### config.mk
export PLATFORM = sky130hd
export DESIGN_NAME = pfba_ctrl
export DESIGN_NICKNAME = d
export VERILOG_FILES = /design/src/design/pfba_pkg.sv /design/src/design/pfba_ctrl.sv
export SDC_FILE = /design/constraint.sdc
export NUM_CORES = 1
export LEC_CHECK = 0
export ABC_AREA = 1
export BUFFER_PORTS_ARGS = -buffer_cell sky130_fd_sc_hd__clkbuf_2
export CORE_AREA = 10 10 47 49
export CTS_CLUSTER_DIAMETER = 100
export DETAILED_ROUTE_END_ITERATION = 16
export DIE_AREA = 0 0 57 59
export GPL_ROUTABILITY_DRIVEN = 1
export HOLD_SLACK_MARGIN = 0.05
export SYNTH_ARGS = -nofsm -noshare
export SYNTH_HDL_FRONTEND = slang
export SYNTH_SLANG_ARGS = --single-unit
### constraint.sdc
create_clock -name clk -period 2.85 [get_ports clk]
set_clock_uncertainty 0.2 [all_clocks]
set_input_delay 0.57 -clock clk [delete_from_list [all_inputs] [get_ports clk]]
set_output_delay 0.57 -clock clk [all_outputs]
set_load 0.01 [all_outputs]
### src/design/pfba_pkg.sv
// Shared types and constants for the page frame bitmap allocator.
// Depends on nothing; used by the controller, datapath and top level.
package pfba_pkg;

	localparam logic [2:0] OP_ALLOC_ONE = 3'd0;
	localparam logic [2:0] OP_ALLOC_RUN = 3'd1;
	localparam logic [2:0] OP_FREE      = 3'd2;
	localparam logic [2:0] OP_LOCK      = 3'd3;
	localparam logic [2:0] OP_RESERVE   = 3'd4;
	localparam logic [2:0] OP_UNRESERVE = 3'd5;

	localparam int CNT_W = 17;
	localparam logic [CNT_W-1:0] COUNT_MAX = '1;

	typedef struct packed {
		logic [2:0]  opcode;
		logic [15:0] page_index;
		logic [16:0] page_count;
	} req_t;

	typedef struct packed {
		logic        ok;
		logic [15:0] start_page;
		logic [16:0] free_pages;
		logic [16:0] used_pages;
		logic [16:0] reserved_pages;
	} rsp_t;

	// Controller to datapath.
	typedef struct packed {
		logic load;   // capture request, start operation
		logic step;   // perform one page step
		logic clear;  // memory clearing pass step
	} cmd_t;

	// Datapath to controller.
	typedef struct packed {
		logic done;       // operation finished this cycle
		logic clear_done; // clearing pass finished
	} sts_t;

endpackage

### src/design/pfba_ctrl.sv
// Controller state machine for the page frame bitmap allocator.
// Depends on pfba_pkg.
module pfba_ctrl (
	input  logic            clk,
	input  logic            arst_n,
	input  logic            start,
	output logic            busy,
	output pfba_pkg::cmd_t  cmd,
	input  pfba_pkg::sts_t  sts
);
	import pfba_pkg::*;

	localparam logic [1:0] ST_CLEAR = 2'd0;
	localparam logic [1:0] ST_IDLE  = 2'd1;
	localparam logic [1:0] ST_RUN   = 2'd2;

	logic [1:0] state_q;

	always_ff @(posedge clk or negedge arst_n) begin
		if (!arst_n) begin
			state_q <= ST_CLEAR;
		end else begin
			unique case (state_q)
				ST_CLEAR: if (sts.clear_done) state_q <= ST_IDLE;
				ST_IDLE:  if (start) state_q <= ST_RUN;
				ST_RUN:   if (sts.done) state_q <= ST_IDLE;
				default:  state_q <= ST_IDLE;
			endcase
		end
	end

	assign busy      = (state_q != ST_IDLE);
	assign cmd.load  = (state_q == ST_IDLE) && start;
	assign cmd.step  = (state_q == ST_RUN);
	assign cmd.clear = (state_q == ST_CLEAR);
endmodule

==> impl_metrics.ini, run 1 <==
[route]
drtAntennaViolNets = 0
finalWirelength_um = 352
via_per_inst = 3.00
firstDrtPassIters = 3
drtIter0Drc = 3
vias = 132
wl_per_cell_um = 8.00
route.detailed.drc = 0

[pwr]
power.total_uw = 216
swShare = 0.413
ir_drop_v = 0.000131
clkPwrFrac = 0.293
switchingPower_uw = 89.0
p_comb_frac = 0.445
power_density_nw_per_um2 = 1010
p_int_uw = 127
p_leak_uw = 0.000120
seq_power_share = 0.262

[layout]
design_area_sq_um = 213
drive_gt1_frac = 0.679
largest_register_ffs = 2
areaGrowthSynthToFinish_pct = 77.1
nNetsFinal = 35
n_antenna_cell = 0
reg_top3 = state_q (2)
regMostFlops = state_q

[synthesis]
avgSynthCellArea_sq_um = 7.51
synth_fa_ha_area_frac = 0
syn-cell-area_sq_um = 120
synth_cell_types = 10
synth_nets = 21
ys_ff_latch = 2
synthMuxAreaShare = 0
synth-simple-area-share = 0.385
yosysWarnings = 0
synth_compound_area_frac = 0.0417
ys_seq_area_frac = 0.417
syn_inst = 16
synth_xor_area_frac = 0
synth_top_family_by_area = simple AND/OR/NAND/NOR gates

[clocking]
worstSkewPairLatency_ps = 220
cts_buffer_depth = 2
cts-buffers-inserted = 3
postCtsSetupRepairBufs = 0
clk_pin_slew_ps = 30
post_cts_resized = 0
cts.sinks = 2
htreeDepth = 1
cts_root_buf = clkbuf_4
cts_tree = built

[timing]
fin_setup_tns_ps = 0
fin_crit_sh = 0.623
tightest_slew_ps = 152
min_period_ps = 1780
max_freq_mhz = 563
setup_ws_ps = 1070
hold_viol_final = 0
drv_slew = 0
setup_viol = 0
rsz0062_at_grt = false
slew_headroom = 0.898

[setup_path]
critical_path.top_delay_family = flip-flops
critPathCaptureType = output pin
cp.required_ps = 2080
cp-start-kind = register
critPathArrivalTime_ps = 1010
crit_type = register to output pin
critPathMaxStageDelay_ps = 390
cp_cell_sequence = inv_2, nand2_2, nor2_4, clkbuf_2
worstPathBufferInverterCount = 2
crit_slowest_cell = dfrtp_1
path_max_fanout = 3

[min_path]
hold_path.class = input port to register

[floorplanning]
start_util = 0.0857
fp.dieW_um = 57
fp.dieH_um = 59
io_pins = 9
core_area_sq_um = 1400
rows = 14
die-area_sq_um = 3360

[placed_design]
place_congestion = 0.650
portBuffers = 8
placed_area_sq_um = 180
place_ws_ps = 1140

[global_route]
grt_first_pass_wirelength_um = 476
antenna_found_initial = 0
grt.overflow.total = 0
grt.total_usage = 0.0238
grt_pass1_vias = 135
grt_start_max_net_pins = 5

[outcome]
status = completed

[job]
timing.max_cap.violations = 0
==> logic make-up after synthesis <==
logic type      Yosys count
buf+inv                   5
flops                     2
simple gates              8
compound gates            1
==> repair_timing <==
action / in CTS / in global routing
hold buffers: 1 / 0
hold endpoints to repair: 2 / 0
setup endpoints to repair: 0 / 0
==> Yosys cell counts <==
library cell / n / area share
nand2_2: 1 / 0.052
nor2_2: 2 / 0.10
o21ai_1: 1 / 0.042
nand3_1: 1 / 0.042
inv_2: 4 / 0.12
inv_1: 1 / 0.031
nor2_1: 1 / 0.031
nand2_1: 2 / 0.063
nor2_4: 1 / 0.094
dfrtp_1: 2 / 0.42
==> final timing paths <==
kind / to / startpoint / slack [ps] / cells past startpoint
hold reg to reg: state_q[1] / state_q[1] / 410 / 2
hold / removal: state_q[1] / start / 410 / 3
max in group asynchronous: state_q[1] / arst_n / 1880 / 2
setup reg to reg: state_q[0] / state_q[0] / 1830 / 4
setup / recovery: cmd[2] / state_q[1] / 1070 / 4
min in group asynchronous: state_q[0] / arst_n / 470 / 2
==> power by group through the flow <==
stage,logic (uW),clock network (uW),registers [uW]
finish,95.8,63.2,56.6
global route,107,71.3,58.8
CTS,98.6,68.3,56.8
detailed placement,97.0,0,57.1
global placement,96.0,0,56.7
floorplan,61.6,0,55.0
==> cell usage in the layout, fill, tap and decap left out <==
cell type	n
nor2_4	1
inv_2	4
dfrtp_1	2
nand2_1	2
dlygate4sd3_1	1
clkbuf_2	8
nor2_1	1
o21ai_1	1
nand2_2	1
clkbuf_4	3
inv_1	1
nor2_2	2
nand3_1	1
==> metal layers <==
layer | up-vias | track usage | wire length, um | share of wire
met3 | 2 | 0.0215 | 73 | 0.21
li1 | 70 | - | - | -
met2 | 7 | 0.0202 | 155 | 0.44
met1 | 53 | 0.0130 | 103 | 0.29
met5 | - | 0 | 0 | 0
met4 | 0 | 0.0705 | 19 | 0.054
==> layout make-up <==
class,instances,area (sq um)
fill,178,1190
multi-input combinational,9,51.3
sequential,2,50.0
timing repair buffer,9,50.0
clock buffer,3,22.5
tap,16,20.0
inverter,5,18.8
==> tightest hold or removal path: stages <==
cell,delay [ps]
clkbuf_2,80
inv_2,70
o21ai_1,70
==> metrics by stage <==
stage               hold slack, ps  std cells  utilization
floorplan                     74.4         16            -
global placement               156         40        0.129
detailed placement             156         40        0.129
CTS                            401         44        0.152
global route                   413         44        0.152
finish                         409         44        0.152
(Power assumes the default switching activity.)
==> run 2, diff against run 1 <==
Clock period 2.85 ns to 1.6 ns, I/O delays scaled along.
==> run 2 against run 1 <==
Compared with the run above:
- final area rose by 3.5%
- sequential cell count did not move
- non-clock buffer count rose by 1
- register-to-register slack got worse by 1300 ps
- sequential power rose by 73%
- setup slack got worse by 980 ps
- sequential share of layout area fell by 0.80 points
- first-iteration DRC count rose by 67%
- worst hold slack got worse by 250 ps
- count of clock-buffer cells in the layout did not move
- die area did not move
- final cell count rose by 2.3%
- largest power group unchanged
==> impl_metrics.ini, run 2 (synthesis gave the netlist of run 1 again) <==
[outcome]
status = completed

[placed_design]
portBuffers = 8
placed_area_sq_um = 180
place_congestion = 0.625
post-place-cells = 40

[route]
via_per_inst = 3.00
vias = 135
drtIter0Drc = 5
route.detailed.drc = 0
firstDrtPassIters = 4
wl_per_cell_um = 8.38
drtAntennaViolNets = 0
finalWirelength_um = 377

[setup_path]
critical_path.top_delay_family = flip-flops
critPathMaxStageDelay_ps = 390
cp_cell_sequence = inv_2, nand2_2, nor2_4, buf_2
r2r_slack_ps = 510
critPathArrivalTime_ps = 990
worst_r2r_path_depth = 5
path_max_fanout = 3
timing.rr.start = state_q[1]
critPathCaptureType = output pin
r2r_end = state_q[0]
worstPathBufferInverterCount = 2
crit_type = register to output pin
crit_slowest_cell = dfrtp_1
cp.required_ps = 1080
cp-start-kind = register

[layout]
regMostFlops = state_q
largest_register_ffs = 2
n_antenna_cell = 0
design_area_sq_um = 220
areaGrowthSynthToFinish_pct = 83.3
final_common_cell = clkbuf_2
fin_cells = 45
reg_top3 = state_q (2)
mostFrequentLayoutCells = clkbuf_2, inv_2, clkbuf_4
drive_gt1_frac = 0.690
nNetsFinal = 36

[timing]
slew_headroom = 0.903
tightest_slew_ps = 146
fin_crit_sh = 0.944
hold_viol_final = 0
max_freq_mhz = 662
drv_slew = 0
fin_setup_tns_ps = 0
min_period_ps = 1510
rsz0062_at_grt = false
setup_viol = 0

[pwr]
ir_drop_v = 0.000323
p_leak_uw = 0.000125
power_density_nw_per_um2 = 1810

[min_path]
hold_path.class = input port to register
min_path_cells = 3
min_from = start
holdPathEnd = state_q[1]

[global_route]
grt_first_pass_wirelength_um = 531
grt_pass1_vias = 130
use_met2 = 0.0202
antenna_found_initial = 0
grt.total_usage = 0.0294
grt_start_max_net_pins = 5
met1_usage = 0.0143
met3_usage = 0.0343
grt.overflow.total = 0
busiest_layer = met4

[clocking]
cts.sinks = 2
clk_pin_slew_ps = 30
cts-buffers-inserted = 3
cts_tree = built
worstSkewPairLatency_ps = 220
cts_root_buf = clkbuf_4
htreeDepth = 1
cts_buffer_depth = 2

[floorplanning]
io_pins = 9
die-area_sq_um = 3360
rows = 14
fp.dieH_um = 59
core_area_sq_um = 1400
start_util = 0.0857
fp.dieW_um = 57

[job]
timing.max_cap.violations = 0
-- run 2: cell count changes in the layout (fill, tap and decap cells not counted), sizes merged --
| cell | delta |
|---|---|
| buf | +2 |
| clkbuf | -1 |
-- run 2: worst max-delay path by stage --
stage	start	endpoint	slack, ps	cells after the start
2_1_floorplan	state_q[1]	cmd[2]	410	3
5_1_grt	state_q[1]	cmd[2]	20	4
4_1_cts	state_q[1]	cmd[2]	50	4
3_5_place_dp	state_q[1]	cmd[2]	300	4
3_3_place_gp	state_q[1]	cmd[2]	320	4
6_report	state_q[1]	cmd[2]	90	4
-- run 2: where the power goes --
group | switching (uW) | internal [uW] | total [uW]
clock | 29.8 | 82.9 | 113
sequential | 23.8 | 74.1 | 97.9
combinational | 106 | 81.3 | 188
total | 160 | 238 | 398
-- run 2: what timing repair did --
action,CTS,global route
setup endpoints to repair,0,1
endpoints found under the hold margin,2,0
buffers inserted,0,1
resized for setup,0,1
hold buffers,1,0
-- run 2: worst register-to-register path: stages (launching register included) --
cell	delay (ps)
dfrtp_1	390
buf_4	140
nor2_2	90
nand2_1	60
nand2_1	70
nor2_2	30
-- run 2: metrics by stage --
step                hold slack, ps  power [uW]  setup slack, ps   util
finish                         157         398             89.6  0.157
global route                   156         441             15.7  0.157
CTS                            146         397             51.3  0.152
detailed placement           -92.3         274              300  0.129
global placement             -93.0         271              316  0.129
floorplan                     -176         208              415      -
-- run 2: cell type report --
type	count	area, sq um
Timing Repair Buffer	10	57.6
Sequential cell	2	50.0
Clock buffer	3	22.5
Fill cell	170	1180
Inverter	5	18.8
Tap cell	16	20.0
Multi-Input combinational cell	9	51.3
-- run 2: metal layers --
metal	part of all wire	wire [um]
met1	0.30	113
met2	0.39	148
met3	0.21	80
met4	0.090	34
met5	0	0
==> run 3, diff against run 2 <==
Settings changed: MAX_ROUTING_LAYER set to met4, REMOVE_ABC_BUFFERS set to 1.
==> run 3 against run 2 <==
Compared with the run above:
- worst hold slack hardly changed
- final area stayed put
- routed wire length stayed put
- power hardly changed
- setup slack worse by 1.0 ps
- non-clock buffer count stayed put
- count of clock-buffer cells in the layout stayed put
- combinational power hardly changed
- sequential share of layout area stayed put
- first-iteration DRC count stayed put
==> impl_metrics.ini, run 3 (synthesis gave the netlist of run 1 again) <==
[min_path]
hold_path.class = input port to register

[setup_path]
cp_cell_sequence = inv_2, nand2_2, nor2_4, buf_2
worstPathBufferInverterCount = 2
critical_path.top_delay_family = flip-flops
crit_type = register to output pin
critPathArrivalTime_ps = 990
crit_slowest_cell = dfrtp_1
critPathCaptureType = output pin
critPathMaxStageDelay_ps = 390
path_max_fanout = 3
cp.required_ps = 1080
cp-start-kind = register

[route]
vias = 135
drtIter0Drc = 5
route.detailed.drc = 0
via_per_inst = 3.00
drtAntennaViolNets = 0
wl_per_cell_um = 8.38
firstDrtPassIters = 4
finalWirelength_um = 377

[layout]
n_antenna_cell = 0
fin_cells = 45
regArea_sq_um = 50.0
reg_top3 = state_q (2)
drive_gt1_frac = 0.690
fill_cells = 170
multiInputGateArea_sq_um = 51.3
largest_register_ffs = 2
regMostFlops = state_q
nNetsFinal = 36
final_common_cell = clkbuf_2
mostFrequentLayoutCells = clkbuf_2, inv_2, clkbuf_4
areaGrowthSynthToFinish_pct = 83.3

[pwr]
seq_power_share = 0.246
swShare = 0.402
power_density_nw_per_um2 = 1810
ir_drop_v = 0.000323
p_leak_uw = 0.000125
switchingPower_uw = 160
clkPwrFrac = 0.283
p_int_uw = 238
p_comb_frac = 0.471

[timing]
hold_viol_final = 0
tightest_slew_ps = 147
drv_slew = 0
setup_ws_ps = 88.5
setup_viol = 0
min_period_ps = 1510
fin_crit_sh = 0.945
rsz0062_at_grt = false
slew_headroom = 0.902
fin_setup_tns_ps = 0
max_freq_mhz = 662

[floorplanning]
rows = 14
start_util = 0.0857
fp.dieW_um = 57
io_pins = 9
die-area_sq_um = 3360
fp.dieH_um = 59
core_area_sq_um = 1400

[global_route]
grt_pass1_vias = 130
antenna_found_initial = 0
grt.total_usage = 0.0302
grt_first_pass_wirelength_um = 531
grt.overflow.total = 0
grt_start_max_net_pins = 5

[job]
timing.max_cap.violations = 0

[clocking]
cts-buffers-inserted = 3
cts_root_buf = clkbuf_4
cts_tree = built
clk_pin_slew_ps = 30
cts_buffer_depth = 2
cts.sinks = 2
htreeDepth = 1
worstSkewPairLatency_ps = 220

[placed_design]
portBuffers = 8
place_ws_ps = 300
post-place-cells = 40
place_congestion = 0.630

[outcome]
status = completed
[run 3: cell counts in the layout (fill, tap and decap cells not counted)]
Identical to the previous run, type by type.
[run 3: timing repair]
item / CTS / global route
setup endpoints to repair: 0 / 1
gates resized for setup: 0 / 1
setup buffers: 0 / 1
hold endpoints to repair: 2 / 0
hold buffers: 1 / 0
[run 3: worst reg2reg max path: cells and delay by family, from the launching register on]
kind / cells / cell delay (ps)
flip-flops: 1 / 390
AND/OR/NAND/NOR: 4 / 250
buffers and inverters: 1 / 140
[run 3: cell type report]
type                    count  area share
flip-flops and latches      2       0.227
inverters                   5      0.0852
multi-input cells           9       0.233
clock buffers               3       0.102
repair buffers             10       0.261
well taps                  16      0.0909
[run 3: final timing paths]
check | slack [ps] | startpoint | cells after the start | end
setup / recovery | 90 | state_q[1] | 4 | cmd[2]
hold / removal | 160 | start | 3 | state_q[1]
min in group asynchronous | 220 | arst_n | 2 | state_q[1]
setup reg to reg | 510 | state_q[1] | 5 | state_q[0]
hold reg to reg | 390 | state_q[1] | 2 | state_q[1]
max in group asynchronous | 880 | arst_n | 2 | state_q[0]
[run 3: power by group through the flow]
stage                     clock [uW]  combinational (uW)  sequential [uW]
after floorplan                    0                 110             98.0
after global placement             0                 171             99.3
after detailed placement           0                 173              101
after CTS                        121                 176              100
after global routing             130                 209              102
final                            113                 188             98.0
[run 3: metrics by stage]
step           utilization  hold WS (ps)  power (uW)  instance area (sq um)
2_1_floorplan            -          -176         208                    120
3_3_place_gp         0.129         -93.0         271                    180
3_5_place_dp         0.129         -92.3         274                    180
4_1_cts              0.152           146         397                    213
5_1_grt              0.157           156         441                    220
6_report             0.157           157         398                    220
[run 3: routing by layer]
layer / up-vias / track usage / part of all wire
li1: 75 / - / -
met1: 51 / 0.0190 / 0.39
met2: 7 / 0.0202 / 0.39
met3: 2 / 0.0258 / 0.13
met4: 0 / 0.0906 / 0.090
met5: - / - / 0
